==> config.mk <==
export PLATFORM = sky130hd
export DESIGN_NAME = base64_stream_codec
export DESIGN_NICKNAME = d
export VERILOG_FILES = /design/src/sv/b64_pkg.sv /design/src/sv/b64_core.sv /design/src/sv/b64_outbuf.sv /design/src/sv/base64_stream_codec.sv
export SDC_FILE = /design/constraint.sdc
export NUM_CORES = 1
export LEC_CHECK = 0
export ABC_AREA = 1
export BUFFER_PORTS_ARGS = -buffer_cell sky130_fd_sc_hd__buf_2
export CORE_MARGIN = 1
export CORE_UTILIZATION = 52
export DETAILED_ROUTE_END_ITERATION = 10
export PLACE_DENSITY = 0.75
export SLEW_MARGIN = 15
export SYNTH_ARGS = -nofsm -noshare
export SYNTH_HDL_FRONTEND = slang
export SYNTH_SLANG_ARGS = --single-unit
==> constraint.sdc <==
create_clock -name clk -period 2.1 [get_ports clk]
set_input_delay 0.21 -clock clk [delete_from_list [all_inputs] [get_ports clk]]
set_output_delay 0.21 -clock clk [all_outputs]
set_load 0.03 [all_outputs]
==> src/sv/b64_pkg.sv <==
package b64_pkg;

	localparam int MAX_RES = 4;

	localparam logic [7:0] PAD_CHAR = 8'h3D;

	// decode classes beyond the 0..63 alphabet values
	localparam logic [6:0] CODE_PAD = 7'd64;
	localparam logic [6:0] CODE_BAD = 7'd65;

	localparam logic DIR_ENCODE = 1'b0;
	localparam logic DIR_DECODE = 1'b1;

	localparam logic REG_DIRECTION = 1'b0;

	typedef struct packed {
		logic [7:0] data;
		logic       has_data;
		logic       last;
		logic       bad;
	} res_t;

	typedef struct packed {
		res_t [MAX_RES-1:0] res;
		logic [2:0]         cnt;
	} bundle_t;

	typedef struct packed {
		logic [1:0] phase;
		logic [5:0] carry;
	} core_stat_t;

	typedef struct packed {
		logic [2:0] rem;
	} ob_stat_t;

	function automatic logic [7:0] enc_char(input logic [5:0] v);
		logic [7:0] c;
		if (v < 6'd26) begin
			c = 8'h41 + {2'b00, v};
		end else if (v < 6'd52) begin
			c = 8'h61 + {2'b00, v} - 8'd26;
		end else if (v < 6'd62) begin
			c = 8'h30 + {2'b00, v} - 8'd52;
		end else if (v == 6'd62) begin
			c = 8'h2B;
		end else begin
			c = 8'h2F;
		end
		return c;
	endfunction

	function automatic logic [6:0] dec_value(input logic [7:0] c);
		logic [7:0] d;
		logic [6:0] v;
		d = 8'h00;
		if (c >= 8'h41 && c <= 8'h5A) begin
			d = c - 8'h41;
			v = {1'b0, d[5:0]};
		end else if (c >= 8'h61 && c <= 8'h7A) begin
			d = c - 8'h61 + 8'd26;
			v = {1'b0, d[5:0]};
		end else if (c >= 8'h30 && c <= 8'h39) begin
			d = c - 8'h30 + 8'd52;
			v = {1'b0, d[5:0]};
		end else if (c == 8'h2B) begin
			v = 7'd62;
		end else if (c == 8'h2F) begin
			v = 7'd63;
		end else if (c == PAD_CHAR) begin
			v = CODE_PAD;
		end else begin
			v = CODE_BAD;
		end
		return v;
	endfunction

endpackage

==> src/sv/b64_core.sv <==
module b64_core import b64_pkg::*; (
	input  logic       clk,
	input  logic       arst_n,
	input  logic       dir,
	input  logic       clear,
	input  logic       accept,
	input  logic [7:0] in_byte,
	input  logic       in_last,
	output bundle_t    bundle,
	output core_stat_t stat
);

	logic [1:0] phase_q;
	logic [5:0] carry_q;
	logic [1:0] phase_d;
	logic [5:0] carry_d;
	logic [6:0] v;

	always_comb begin
		bundle  = '0;
		phase_d = phase_q;
		carry_d = carry_q;
		v       = dec_value(in_byte);
		if (dir == DIR_ENCODE) begin
			unique case (phase_q)
				2'd1: begin
					bundle.res[0] = '{enc_char({carry_q[1:0], in_byte[7:4]}), 1'b1, 1'b0, 1'b0};
					carry_d = {2'b00, in_byte[3:0]};
					phase_d = 2'd2;
					bundle.cnt = 3'd1;
					if (in_last) begin
						bundle.res[1] = '{enc_char({in_byte[3:0], 2'b00}), 1'b1, 1'b0, 1'b0};
						bundle.res[2] = '{PAD_CHAR, 1'b1, 1'b1, 1'b0};
						bundle.cnt = 3'd3;
					end
				end
				2'd2: begin
					bundle.res[0] = '{enc_char({carry_q[3:0], in_byte[7:6]}), 1'b1, 1'b0, 1'b0};
					bundle.res[1] = '{enc_char(in_byte[5:0]), 1'b1, in_last, 1'b0};
					bundle.cnt = 3'd2;
					carry_d = '0;
					phase_d = 2'd0;
				end
				// phase three never arises; treat it as the start of a group
				2'd0, 2'd3: begin
					bundle.res[0] = '{enc_char(in_byte[7:2]), 1'b1, 1'b0, 1'b0};
					carry_d = {4'b0000, in_byte[1:0]};
					phase_d = 2'd1;
					bundle.cnt = 3'd1;
					if (in_last) begin
						bundle.res[1] = '{enc_char({in_byte[1:0], 4'b0000}), 1'b1, 1'b0, 1'b0};
						bundle.res[2] = '{PAD_CHAR, 1'b1, 1'b0, 1'b0};
						bundle.res[3] = '{PAD_CHAR, 1'b1, 1'b1, 1'b0};
						bundle.cnt = 3'd4;
					end
				end
			endcase
		end else begin
			if (v == CODE_BAD) begin
				bundle.res[0] = '{8'h00, 1'b0, in_last, 1'b1};
				bundle.cnt = 3'd1;
			end else if (v != CODE_PAD) begin
				phase_d = phase_q + 2'd1;
				unique case (phase_q)
					2'd0: carry_d = v[5:0];
					2'd1: begin
						bundle.res[0] = '{{carry_q, v[5:4]}, 1'b1, in_last, 1'b0};
						bundle.cnt = 3'd1;
						carry_d = {2'b00, v[3:0]};
					end
					2'd2: begin
						bundle.res[0] = '{{carry_q[3:0], v[5:2]}, 1'b1, in_last, 1'b0};
						bundle.cnt = 3'd1;
						carry_d = {4'b0000, v[1:0]};
					end
					2'd3: begin
						bundle.res[0] = '{{carry_q[1:0], v[5:0]}, 1'b1, in_last, 1'b0};
						bundle.cnt = 3'd1;
						carry_d = '0;
					end
				endcase
			end
			// close the message with a marker when nothing else carries the end
			if (in_last && bundle.cnt == 3'd0) begin
				bundle.res[0] = '{8'h00, 1'b0, 1'b1, 1'b0};
				bundle.cnt = 3'd1;
			end
		end
		if (in_last) begin
			phase_d = '0;
			carry_d = '0;
		end
	end

	always_ff @(posedge clk or negedge arst_n) begin
		if (!arst_n) begin
			phase_q <= '0;
			carry_q <= '0;
		end else if (clear) begin
			phase_q <= '0;
			carry_q <= '0;
		end else if (accept) begin
			phase_q <= phase_d;
			carry_q <= carry_d;
		end
	end

	assign stat = '{phase_q, carry_q};

endmodule

==> src/sv/b64_outbuf.sv <==
module b64_outbuf import b64_pkg::*; (
	input  logic       clk,
	input  logic       arst_n,
	input  logic       load,
	input  bundle_t    bundle,
	output logic       can_load,
	output logic       m_tvalid,
	input  logic       m_tready,
	output res_t       head,
	output ob_stat_t   stat
);

	res_t [MAX_RES-1:0] res_q;
	logic [2:0]         rem_q;
	logic [1:0]         idx_q;
	logic               pop;

	assign m_tvalid = (rem_q != 3'd0);
	assign pop      = m_tvalid && m_tready;
	// take a new request when empty or while the final result of the current one leaves
	assign can_load = (rem_q == 3'd0) || (rem_q == 3'd1 && m_tready);
	assign head     = res_q[idx_q];
	assign stat     = '{rem_q};

	always_ff @(posedge clk or negedge arst_n) begin
		if (!arst_n) begin
			rem_q <= '0;
			idx_q <= '0;
		end else if (load) begin
			rem_q <= bundle.cnt;
			idx_q <= '0;
		end else if (pop) begin
			rem_q <= rem_q - 3'd1;
			idx_q <= idx_q + 2'd1;
		end
	end

	always_ff @(posedge clk) begin
		if (load) begin
			res_q <= bundle.res;
		end
	end

endmodule

==> src/sv/base64_stream_codec.sv <==
// Base64 codec (standard A-Z a-z 0-9 + / alphabet, '=' padding) on byte streams.
// Write direction (register 0, bit 0) while idle: 0 encodes bytes to characters,
// 1 decodes characters to bytes; the write also restarts the group. s_tlast ends
// a message: encode flushes and pads, decode drops leftover bits. Each input
// item yields zero to four results, which leave one per cycle on the master
// side while m_tready is high; m_tuser[0] marks a data-carrying result,
// m_tuser[1] a bad character. An item is taken every clock while m_tready is
// high if it yields at most one result; an item with more results holds the
// input while the single result port drains the four-entry buffer. The next
// item is taken in the cycle that the last result of the previous one leaves.
module base64_stream_codec import b64_pkg::*; (
	input  logic        clk,
	input  logic        arst_n,
	input  logic        psel,
	input  logic        penable,
	input  logic        pwrite,
	input  logic [2:0]  paddr,
	input  logic [31:0] pwdata,
	output logic [31:0] prdata,
	output logic        pready,
	input  logic        s_tvalid,
	output logic        s_tready,
	input  logic [7:0]  s_tdata,   // [7:0] in_byte
	input  logic        s_tlast,
	output logic        m_tvalid,
	input  logic        m_tready,
	output logic [7:0]  m_tdata,   // [7:0] out_byte
	output logic [1:0]  m_tuser,   // [0] has_data, [1] bad_char
	output logic        m_tlast
);

	logic       dir_q;
	logic       cfg_wr;
	logic       accept;
	logic       can_load;
	bundle_t    bundle;
	core_stat_t core_stat;
	ob_stat_t   ob_stat;
	res_t       head;

	assign pready = 1'b1;
	assign cfg_wr = psel && penable && pwrite && pready && (paddr[2] == REG_DIRECTION);
	assign prdata = (paddr[2] == REG_DIRECTION) ? {31'b0, dir_q} : 32'b0;

	always_ff @(posedge clk or negedge arst_n) begin
		if (!arst_n) begin
			dir_q <= DIR_ENCODE;
		end else if (cfg_wr) begin
			dir_q <= pwdata[0];
		end
	end

	assign s_tready = can_load;
	assign accept   = s_tvalid && s_tready;

	b64_core u_core (
		.clk     (clk),
		.arst_n  (arst_n),
		.dir     (dir_q),
		.clear   (cfg_wr),
		.accept  (accept),
		.in_byte (s_tdata),
		.in_last (s_tlast),
		.bundle  (bundle),
		.stat    (core_stat)
	);

	b64_outbuf u_outbuf (
		.clk      (clk),
		.arst_n   (arst_n),
		.load     (accept),
		.bundle   (bundle),
		.can_load (can_load),
		.m_tvalid (m_tvalid),
		.m_tready (m_tready),
		.head     (head),
		.stat     (ob_stat)
	);

	assign m_tdata = head.data;
	assign m_tuser = {head.bad, head.has_data};
	assign m_tlast = head.last;

`ifndef NO_ASSERTIONS
	a_ready_only_on_drain: assert property (@(posedge clk) disable iff (!arst_n)
		s_tready |-> (ob_stat.rem <= 3'd1))
		else $error("input taken while results still queued");

	a_rem_bound: assert property (@(posedge clk) disable iff (!arst_n)
		ob_stat.rem <= 3'(MAX_RES))
		else $error("result count beyond buffer depth");

	a_marker_zero: assert property (@(posedge clk) disable iff (!arst_n)
		(m_tvalid && !m_tuser[0]) |-> (m_tdata == 8'h00))
		else $error("marker result carries data");

	a_last_clears: assert property (@(posedge clk) disable iff (!arst_n)
		(accept && s_tlast) |=> (core_stat.phase == 2'd0 && core_stat.carry == 6'd0))
		else $error("group state not cleared at end of message");
`endif

endmodule

==> impl_metrics.ini, run 1 <==
[sta]
fin_crit_ps = 2070
setup_viol = 0
finalCritPeriodShare = 0.987
skew_ps = 7.93
max_freq_mhz = 482
finalMaxSlewViolations = 0
rsz0062_at_grt = yes
hold_viol_final = 0

[synthesis]
synth_top_area_frac = 0.140
yosys-top-cells-area = edfxtp_1 14%, nand2_1 11%, ha_1 8.7%
synth_cell_type_count = 49
synth_ff_type = edfxtp_1
synth_cells = 781
syn_avg_cell_area_um2 = 6.61
yosys.area.top_type = edfxtp_1
yosys.area_share.adder = 0.0873
synth_area_um2 = 5160
synth_seq_cells = 38
synth_xor_area_frac = 0.0289
synth_edf_count = 24
synth_compound_area_frac = 0.206
ys_warn_count = 0
async_flop_share = 0.368
synthMuxAreaShare = 0
synth-simple-area-share = 0.319
ys_seq_area_frac = 0.208
synth_top_family_by_area = simple AND/OR/NAND/NOR gates

[setup_path]
crit_path_end_kind = flop
path_cells = inv_1 -> ha_2 -> nand2_1 -> nand2_1 -> a31oi_4 -> buf_12 -> o21ai_0 -> nand3_1 -> a21oi_1 -> o21ai_1 -> nand2_1
r2r-end = u_outbuf.res_q[3]
cp_max_fo = 5
r2r-start = u_core.carry_q[3]
cpMaxStageDelayCell = dfrtp_2
cp_common_cell = nand2_1
critical_path_class = reg -> reg
worst_ep_required_time_ps = 2130
r2r_slack_ps = 30
cp.arrival_ps = 2100
start_kind = flop
ff2ff_path_depth = 11
max_stage_delay_ps = 410

[global_route]
antenna_found_initial = 0
overflow = 0
grt.met1_usage = 0.422
grt.met2_usage = 0.537
use_met3 = 0.0283
first_global_vias = 5323
grt_pass1_wl_mm = 25.6
grt_usage = 0.316
grt_max_degree = 26
busiest_layer = met2

[routing]
drt_first_pass_iters = 5
wl_per_cell_um = 15.7
drc_errors = 0
drt_iter0_drc = 501
ant_nets = 0
via_per_inst = 5.59
vias = 5734
drt-total-wl_mm = 16.1

[power]
powerDensity_nw_per_um2 = 956
leakagePower_uw = 0.00294
power_uw = 5950
ir_drop_mv = 0.912

[hold_path]
hold_path_depth = 3
hold_start = pwdata[0]
min_delay_worst_endpoint = dir_q
min_path_type = in -> reg

[floorplan]
die_w_um = 102
die-area_um2 = 10300
initial_core_util = 0.548
coreArea_um2 = 9420
rows = 35
ios = 97
dieHeight_um = 102

[cells_and_area]
area_delta_synth_final_pct = 20.6
register_area_um2 = 1080
drive_gt1_frac = 0.252
insertedDiodeCount = 0
fin_util = 0.661
multi_input_area_um2 = 3520
fin_nets = 982
n_fill_cell = 876

[clocking]
clkSlewWorstSetupHoldPaths_ps = 70
cts_sinks = 38
clock_latency_ps = 290
cts_buffers = 5
cts_tree = done
cts_buffer_depth = 2
cts_root_buf = clkbuf_8
htree_levels = 2

[placement]
hpwl_mm = 13.0
portBuffers = 31
place.gp.congestion = 0.978

[status]
run_status = complete, no violations

[job]
cap_violations = 0
[layer usage]
metal,up-vias,part of all wire
li1,2800,-
met1,2635,0.43
met2,262,0.48
met3,37,0.071
met4,0,0.024
met5,-,0
[flip-flops by register name, indices dropped and copies added (netlist names)]
register        cells
u_core.phase_q      2
u_outbuf.res_q     24
u_outbuf.idx_q      2
u_core.carry_q      6
dir_q               1
u_outbuf.stat       3
[cell type report]
type | count | share of cell area
Timing Repair Buffer | 141 | 0.161
Clock buffer | 7 | 0.0123
Clock inverter | 1 | 0.00483
Sequential cell | 38 | 0.173
Multi-Input combinational cell | 621 | 0.566
Tap cell | 129 | 0.0259
Inverter | 88 | 0.0571
[what timing repair did]
item	CTS	global route
buffers inserted	0	2
setup endpoints to repair	5	16
hold endpoints to repair	14	0
hold buffers	1	0
gates resized for setup	4	27
pin swaps	1	2
[logic make-up (layout without fill, tap and decap cells)]
kind of cell,after synthesis,count (layout)
flops,38,38
xor+xnor,17,17
buf+inv,152,237
simple gates,356,356
other cells,2,32
fa+ha+maj,36,36
compound gates,180,180
[report_power, final]
part	switching (µW)	internal (µW)
registers	186	1110
logic	2640	1410
clock network	238	355
total	3070	2880
[critical path: cells and delay by family (launching register included)]
kind / cells / cell delay, ps
AO/OA/AOI/OAI: 4 / 640
adder cells (fa/ha/maj): 1 / 200
buffers and inverters: 2 / 220
flip-flops: 1 / 410
AND/OR/NAND/NOR: 4 / 350
[worst max-delay path by stage]
stage	slack [ps]	start	depth (start not counted)	to
after floorplan	20	u_outbuf.stat[0]	10	u_core.carry_q[0]
after global placement	-110	s_tdata[2]	18	u_outbuf.res_q[7]
after detailed placement	-150	s_tdata[0]	19	u_outbuf.res_q[7]
after CTS	3	u_core.carry_q[1]	10	u_outbuf.res_q[4]
after global routing	-50	u_core.carry_q[1]	11	u_outbuf.res_q[6]
final	30	u_core.carry_q[3]	11	u_outbuf.res_q[3]
[synthesized netlist by cell type, types with 2 or more instances]
| library cell | number |
|---|---|
| dfrtp_1 | 14 |
| buf_4 | 34 |
| inv_1 | 74 |
| o21ai_1 | 6 |
| or2_2 | 2 |
| ha_1 | 36 |
| clkbuf_1 | 8 |
| o221ai_1 | 6 |
| a21oi_2 | 2 |
| xnor2_1 | 6 |
| nor3_1 | 4 |
| nand2_4 | 8 |
| buf_2 | 16 |
| edfxtp_1 | 24 |
| o211ai_1 | 16 |
| buf_6 | 5 |
| nand2_1 | 157 |
| inv_2 | 7 |
| clkinv_1 | 3 |
| a21oi_1 | 46 |
| nand3_2 | 4 |
| xor2_1 | 11 |
| inv_6 | 2 |
| inv_4 | 2 |
| o21ai_2 | 8 |
| nor2_2 | 3 |
| nor2_4 | 2 |
| nand3_1 | 87 |
| nor2_1 | 62 |
| a31oi_1 | 10 |
| o21ai_0 | 73 |
| o2111ai_1 | 2 |
| a211oi_1 | 3 |
| nand4_1 | 10 |
| conb_1 | 2 |
| o31ai_1 | 2 |
| nand2_2 | 12 |
[through the flow]
stage | setup TNS [ps] | instance area, µm² | hold WS, ps | setup WS, ps | instances
finish | 0 | 6220 | 131 | 27.1 | 1025
global placement | -460 | 5990 | 116 | -107 | 1014
CTS | 0 | 6120 | 134 | 2.86 | 1023
detailed placement | -915 | 5990 | 130 | -146 | 1014
floorplan | 0 | 5290 | -85.6 | 24.2 | 811
global route | -164 | 6220 | 128 | -46.0 | 1025
[cell usage in the layout (no fill, tap or decap), types with 8 or more instances in the layout]
cell and instances:
a21oi_1 44, a31oi_1 9, buf_2 31, buf_4 107
conb_1 32, dfrtp_1 9, edfxtp_1 24, ha_1 32
inv_1 69, inv_2 9, nand2_1 151, nand2_2 15
nand2_4 11, nand3_1 87, nand4_1 10, nor2_1 60
o211ai_1 16, o21ai_0 72, o21ai_2 8, xor2_1 11
Power figures use the tool's default switching activity.
==> inputs of run 2 (changes only) <==
CORE_ASPECT_RATIO = 1.2   (was unset)
==> run 2 against run 1 <==
Clock skew hardly changed; utilization hardly changed; worst hold slack better by 11 ps; combinational power is 3% higher; die area hardly changed; non-clock buffer count is 4 higher; count of clock-buffer cells in the layout is 1 lower; critical path type unchanged; critical endpoint is now u_outbuf.res_q[6]; highest routed layer unchanged.
==> impl_metrics.ini, run 2 (synthesis results as in run 1) <==
[floorplan]
initial_core_util = 0.540
die_w_um = 92.9
ios = 97
rows = 39
dieHeight_um = 111
coreArea_um2 = 9560
die-area_um2 = 10300

[clocking]
htree_levels = 2
cts_sinks = 38
cts_root_buf = clkbuf_16
cts_buffer_depth = 2
cts_tree = done
cts_buffers = 5
clock_latency_ps = 280
clkSlewWorstSetupHoldPaths_ps = 60

[cells_and_area]
layout_common_cells = 153 x nand2_1, 110 x buf_4, 87 x nand3_1, 70 x o21ai_0, 68 x inv_1
insertedDiodeCount = 0
final_common_cell = nand2_1
largest_register_ffs = 24
drive_gt1_frac = 0.258
fin_area_um2 = 6320
fin_util = 0.661
fin_nets = 986
area_delta_synth_final_pct = 22.5
n_fill_cell = 907
top_register = u_outbuf.res_q

[power]
combPwrFrac = 0.671
switchingPower_uw = 3130
p_sw_frac = 0.504
leakagePower_uw = 0.00300
intPower_uw = 3080
sequentialPowerShare = 0.208
powerDensity_nw_per_um2 = 983
power_frac_clock = 0.121
ir_drop_mv = 0.791

[global_route]
overflow = 0
grt_pass1_wl_mm = 25.7
grt_max_degree = 26
first_global_vias = 5370
antenna_found_initial = 0
grt_usage = 0.313

[sta]
max_freq_mhz = 493
hold_viol_final = 0
skew_ps = 7.96
finalMaxSlewViolations = 0
fin_tns_setup_ps = 0
finalCritPeriodShare = 0.967
setup_viol = 0
fin_crit_ps = 2030
rsz0062_at_grt = yes

[setup_path]
cpMaxStageDelayCell = dfrtp_2
crit_path_end_kind = flop
max_stage_delay_ps = 450
cp_max_fo = 7
cp_num_buf_inv = 4
worst_ep_required_time_ps = 2140
start_kind = flop
critical_path_class = reg -> reg
crit_family = flip-flops
path_cells = inv_2 -> buf_4 -> ha_2 -> inv_2 -> o21ai_4 -> buf_4 -> a31oi_1 -> o21ai_1 -> nand4_1 -> nand2_1 -> nor2_1
cp.arrival_ps = 2070

[job]
cap_violations = 0

[status]
run_status = complete, no violations

[hold_path]
min_path_type = in -> reg

[routing]
drt-total-wl_mm = 16.2
drt_iter0_drc = 504
ant_nets = 0
vias = 5753
via_per_inst = 5.62
drt_first_pass_iters = 5
wl_per_cell_um = 15.9
drc_errors = 0

[placement]
placed_area_um2 = 6020
hpwl_mm = 13.1
place.gp.congestion = 0.973
portBuffers = 31
==> run 2: cell types whose count changed in the layout (fill, tap and decap cells not counted), moves of 3 or more <==
| cell | delta |
|---|---|
| ha_1 | -3 |
| clkbuf_8 | -4 |
| buf_4 | +3 |
| clkbuf_16 | +5 |
==> run 2: power by group through the flow <==
stage               registers (µW)  logic [µW]  clock network [µW]
floorplan                     1210        2660                   0
global placement              1260        3800                   0
detailed placement            1270        3900                   0
CTS                           1260        3930                 763
global route                  1320        4570                 784
finish                        1290        4170                 752
==> run 2: cell type report <==
class,count,area [µm²],share of cell area
tap,123,154,0.0244
clock buffer,6,139,0.0220
clock inverter,2,11.3,0.00178
timing repair buffer,145,1050,0.166
sequential,38,1080,0.170
inverter,88,352,0.0556
multi-input combinational,621,3540,0.560
==> run 2: repair_timing <==
action / in CTS / in global routing
gates resized for setup: 6 / 26
pin swaps: 1 / 9
setup buffers: 0 / 5
endpoints found under the hold margin: 14 / 0
cloned: 0 / 0
hold buffers: 1 / 0
setup endpoints to repair: 7 / 11
==> run 2: worst paths after layout <==
| path | start | endpoint | slack (ps) | cells past startpoint |
|---|---|---|---|---|
| max reg2reg | u_core.carry_q[1] | u_outbuf.res_q[6] | 70 | 11 |
| min reg2reg | u_core.carry_q[4] | u_core.carry_q[4] | 530 | 2 |
| max in group asynchronous | arst_n | u_core.carry_q[3] | 1480 | 2 |
| min in group asynchronous | arst_n | u_outbuf.stat[0] | 360 | 2 |
| max | u_core.carry_q[1] | u_outbuf.res_q[6] | 70 | 11 |
| min | pwdata[0] | dir_q | 140 | 3 |
==> run 2: stage by stage <==
step | cells | hold slack (ps) | total power (µW) | setup slack, ps
3_5_place_dp | 1009 | 127 | 5170 | -147
2_1_floorplan | 811 | -85.6 | 3870 | 24.2
6_report | 1023 | 142 | 6210 | 69.8
3_3_place_gp | 1009 | 114 | 5060 | -61.8
5_1_grt | 1023 | 141 | 6670 | -42.1
4_1_cts | 1018 | 134 | 5960 | 6.61
==> run 2: worst min-delay path: cells and delay by family <==
| family | cells | cell delay, ps |
|---|---|---|
| buf+inv | 1 | 80 |
| compound gates | 1 | 50 |
| simple gates | 1 | 40 |
==> run 2: per-layer routing <==
| layer | part of all wire | routed length (µm) | global-route usage |
|---|---|---|---|
| met1 | 0.40 | 6440 | 0.379 |
| met4 | 0.036 | 583 | 0.139 |
| met3 | 0.061 | 993 | 0.0302 |
| met2 | 0.51 | 8230 | 0.553 |
| met5 | 0 | 0 | 0 |
==> inputs of run 3 (changes only) <==
CORE_ASPECT_RATIO = 0.75   (was 1.2)
CORE_MARGIN = unset   (was 1)
CTS_CLUSTER_SIZE = 10   (was unset)
==> run 3 against run 2 <==
Sequential share of layout area hardly changed; utilization is 0.49 points lower; via count is 2.0% higher; worst hold slack better by 9.6 ps; routed wire length is 2.3% higher; register-to-register slack better by 20 ps; total power is 3.9% higher; maximum frequency is 1.1% higher; global-route usage is 1.8 points higher.
==> impl_metrics.ini, run 3 (synthesis results as in run 1) <==
[global_route]
grt_usage = 0.332
grt_max_degree = 26
overflow = 0
grt_pass1_wl_mm = 26.2
antenna_found_initial = 0
first_global_vias = 5248

[cells_and_area]
largest_register_ffs = 24
n_fill_cell = 888
drive_gt1_frac = 0.257
final_common_cell = nand2_1
layout.cells.non_filler = 1033
fin_nets = 987
layout_common_cells = 152 x nand2_1, 113 x buf_4, 87 x nand3_1, 68 x inv_1, 68 x o21ai_0
insertedDiodeCount = 0
area_delta_synth_final_pct = 22.7
top_register = u_outbuf.res_q
fin_util = 0.656

[hold_path]
hold_start = m_tready
min_path_type = in -> reg

[setup_path]
cp_common_cell = nand2_1
cp.arrival_ps = 2030
worstSetupStartpoint = u_core.carry_q[1]
cp_max_fo = 7
crit_path_end_kind = flop
critical_path_class = reg -> reg
start_kind = flop
path_cells = ha_4 -> nand2_1 -> inv_1 -> nand2_2 -> o21ai_0 -> o21ai_1 -> nand2_1 -> a21oi_1 -> a21oi_1 -> nand2_1 -> nand2_1
max_stage_delay_ps = 470
cpMaxStageDelayCell = dfrtp_2
worst_ep_required_time_ps = 2120
r2r-start = u_core.carry_q[1]

[clocking]
cts_buffer_depth = 2
cts_sinks = 38
clkSlewWorstSetupHoldPaths_ps = 60
clock_latency_ps = 280
cts_tree = done
cts_buffers = 5
cts_root_buf = clkbuf_16
htree_levels = 2

[routing]
wl_per_cell_um = 16.1
drc_errors = 0
vias = 5866
via_per_inst = 5.68
drt_iter0_drc = 541
ant_nets = 0
drt-total-wl_mm = 16.6
drt_first_pass_iters = 5

[power]
ir_drop_mv = 0.536
powerDensity_nw_per_um2 = 1020
leakagePower_uw = 0.00301

[placement]
dp.cells = 1018
hpwl_mm = 13.3
place.gp.congestion = 0.959
portBuffers = 31

[sta]
setup_viol = 0
max_freq_mhz = 498
rsz0062_at_grt = yes
fin_crit_ps = 2010
finalMaxSlewViolations = 0
skew_ps = 3.72
finalCritPeriodShare = 0.956
hold_viol_final = 0

[floorplan]
dieHeight_um = 88.3
initial_core_util = 0.534
ios = 97
die_w_um = 117
coreArea_um2 = 9660
die-area_um2 = 10300
rows = 31

[status]
run_status = complete, no violations

[job]
cap_violations = 0
-- run 3: cell types whose count changed in the layout (fill, tap and decap cells not counted), moves of 2 or more --
cell / delta
buf_4: +3
a21oi_1: +2
a21oi_2: -2
buf_12: -2
bufinv_16: +2
ha_1: +2
ha_4: -2
inv_4: -2
o21ai_0: -2
-- run 3: cell type report --
class | count | area, µm² | area share
clock inverters | 3 | 68.8 | 0.0109
repair buffers | 146 | 1030 | 0.163
well taps | 132 | 165 | 0.0261
clock buffers | 5 | 125 | 0.0198
flip-flops and latches | 38 | 1080 | 0.170
multi-input cells | 621 | 3510 | 0.555
inverters | 88 | 353 | 0.0557
-- run 3: critical path, delay by kind of cell (launching register included) --
| family | cells | cell delay (ps) |
|---|---|---|
| AO/OA/AOI/OAI | 4 | 520 |
| adder cells (fa/ha/maj) | 1 | 210 |
| buffers and inverters | 1 | 70 |
| flip-flops | 1 | 470 |
| AND/OR/NAND/NOR | 5 | 480 |
-- run 3: repair_timing --
item                       4_1_cts  5_1_grt
hold endpoints to repair        14        0
pin swaps                        0        3
cloned                           0        0
setup buffers                    0        6
setup endpoints to repair        8       16
hold buffers                     1        0
resized for setup                5       26
-- run 3: worst paths after layout --
kind,depth (start not counted),end,slack (ps)
worst max register to register,11,u_outbuf.res_q[8],90
worst min-delay path,2,u_outbuf.stat[2],150
worst min register to register,2,u_core.carry_q[5],530
max in group asynchronous,2,u_core.carry_q[1],1490
min in group asynchronous,2,u_outbuf.idx_q[1],350
worst max-delay path,11,u_outbuf.res_q[8],90
-- run 3: power by group --
| part | switching (µW) | internal, µW | leakage, µW |
|---|---|---|---|
| logic | 2680 | 1500 | 0.00251 |
| clock network | 300 | 682 | 0.0000940 |
| registers | 191 | 1110 | 0.000399 |
-- run 3: layer usage --
layer,share of wire,global-route usage,vias up
met1,0.45,0.461,2699
met4,0.021,0.101,0
met3,0.095,0.0767,41
met2,0.44,0.513,310
met5,0,0,-
li1,-,-,2816
-- run 3: through the flow --
stage / setup slack, ps / cell area, µm² / setup TNS (ps) / hold slack (ps) / power, µW
floorplan: 24.2 / 5290 / 0 / -85.6 / 3870
global placement: -112 / 6000 / -488 / 115 / 5100
detailed placement: -148 / 6000 / -899 / 121 / 5190
CTS: 1.74 / 6220 / 0 / 151 / 6200
global route: -14.6 / 6330 / -23.3 / 148 / 6930
finish: 91.7 / 6330 / 0 / 152 / 6450
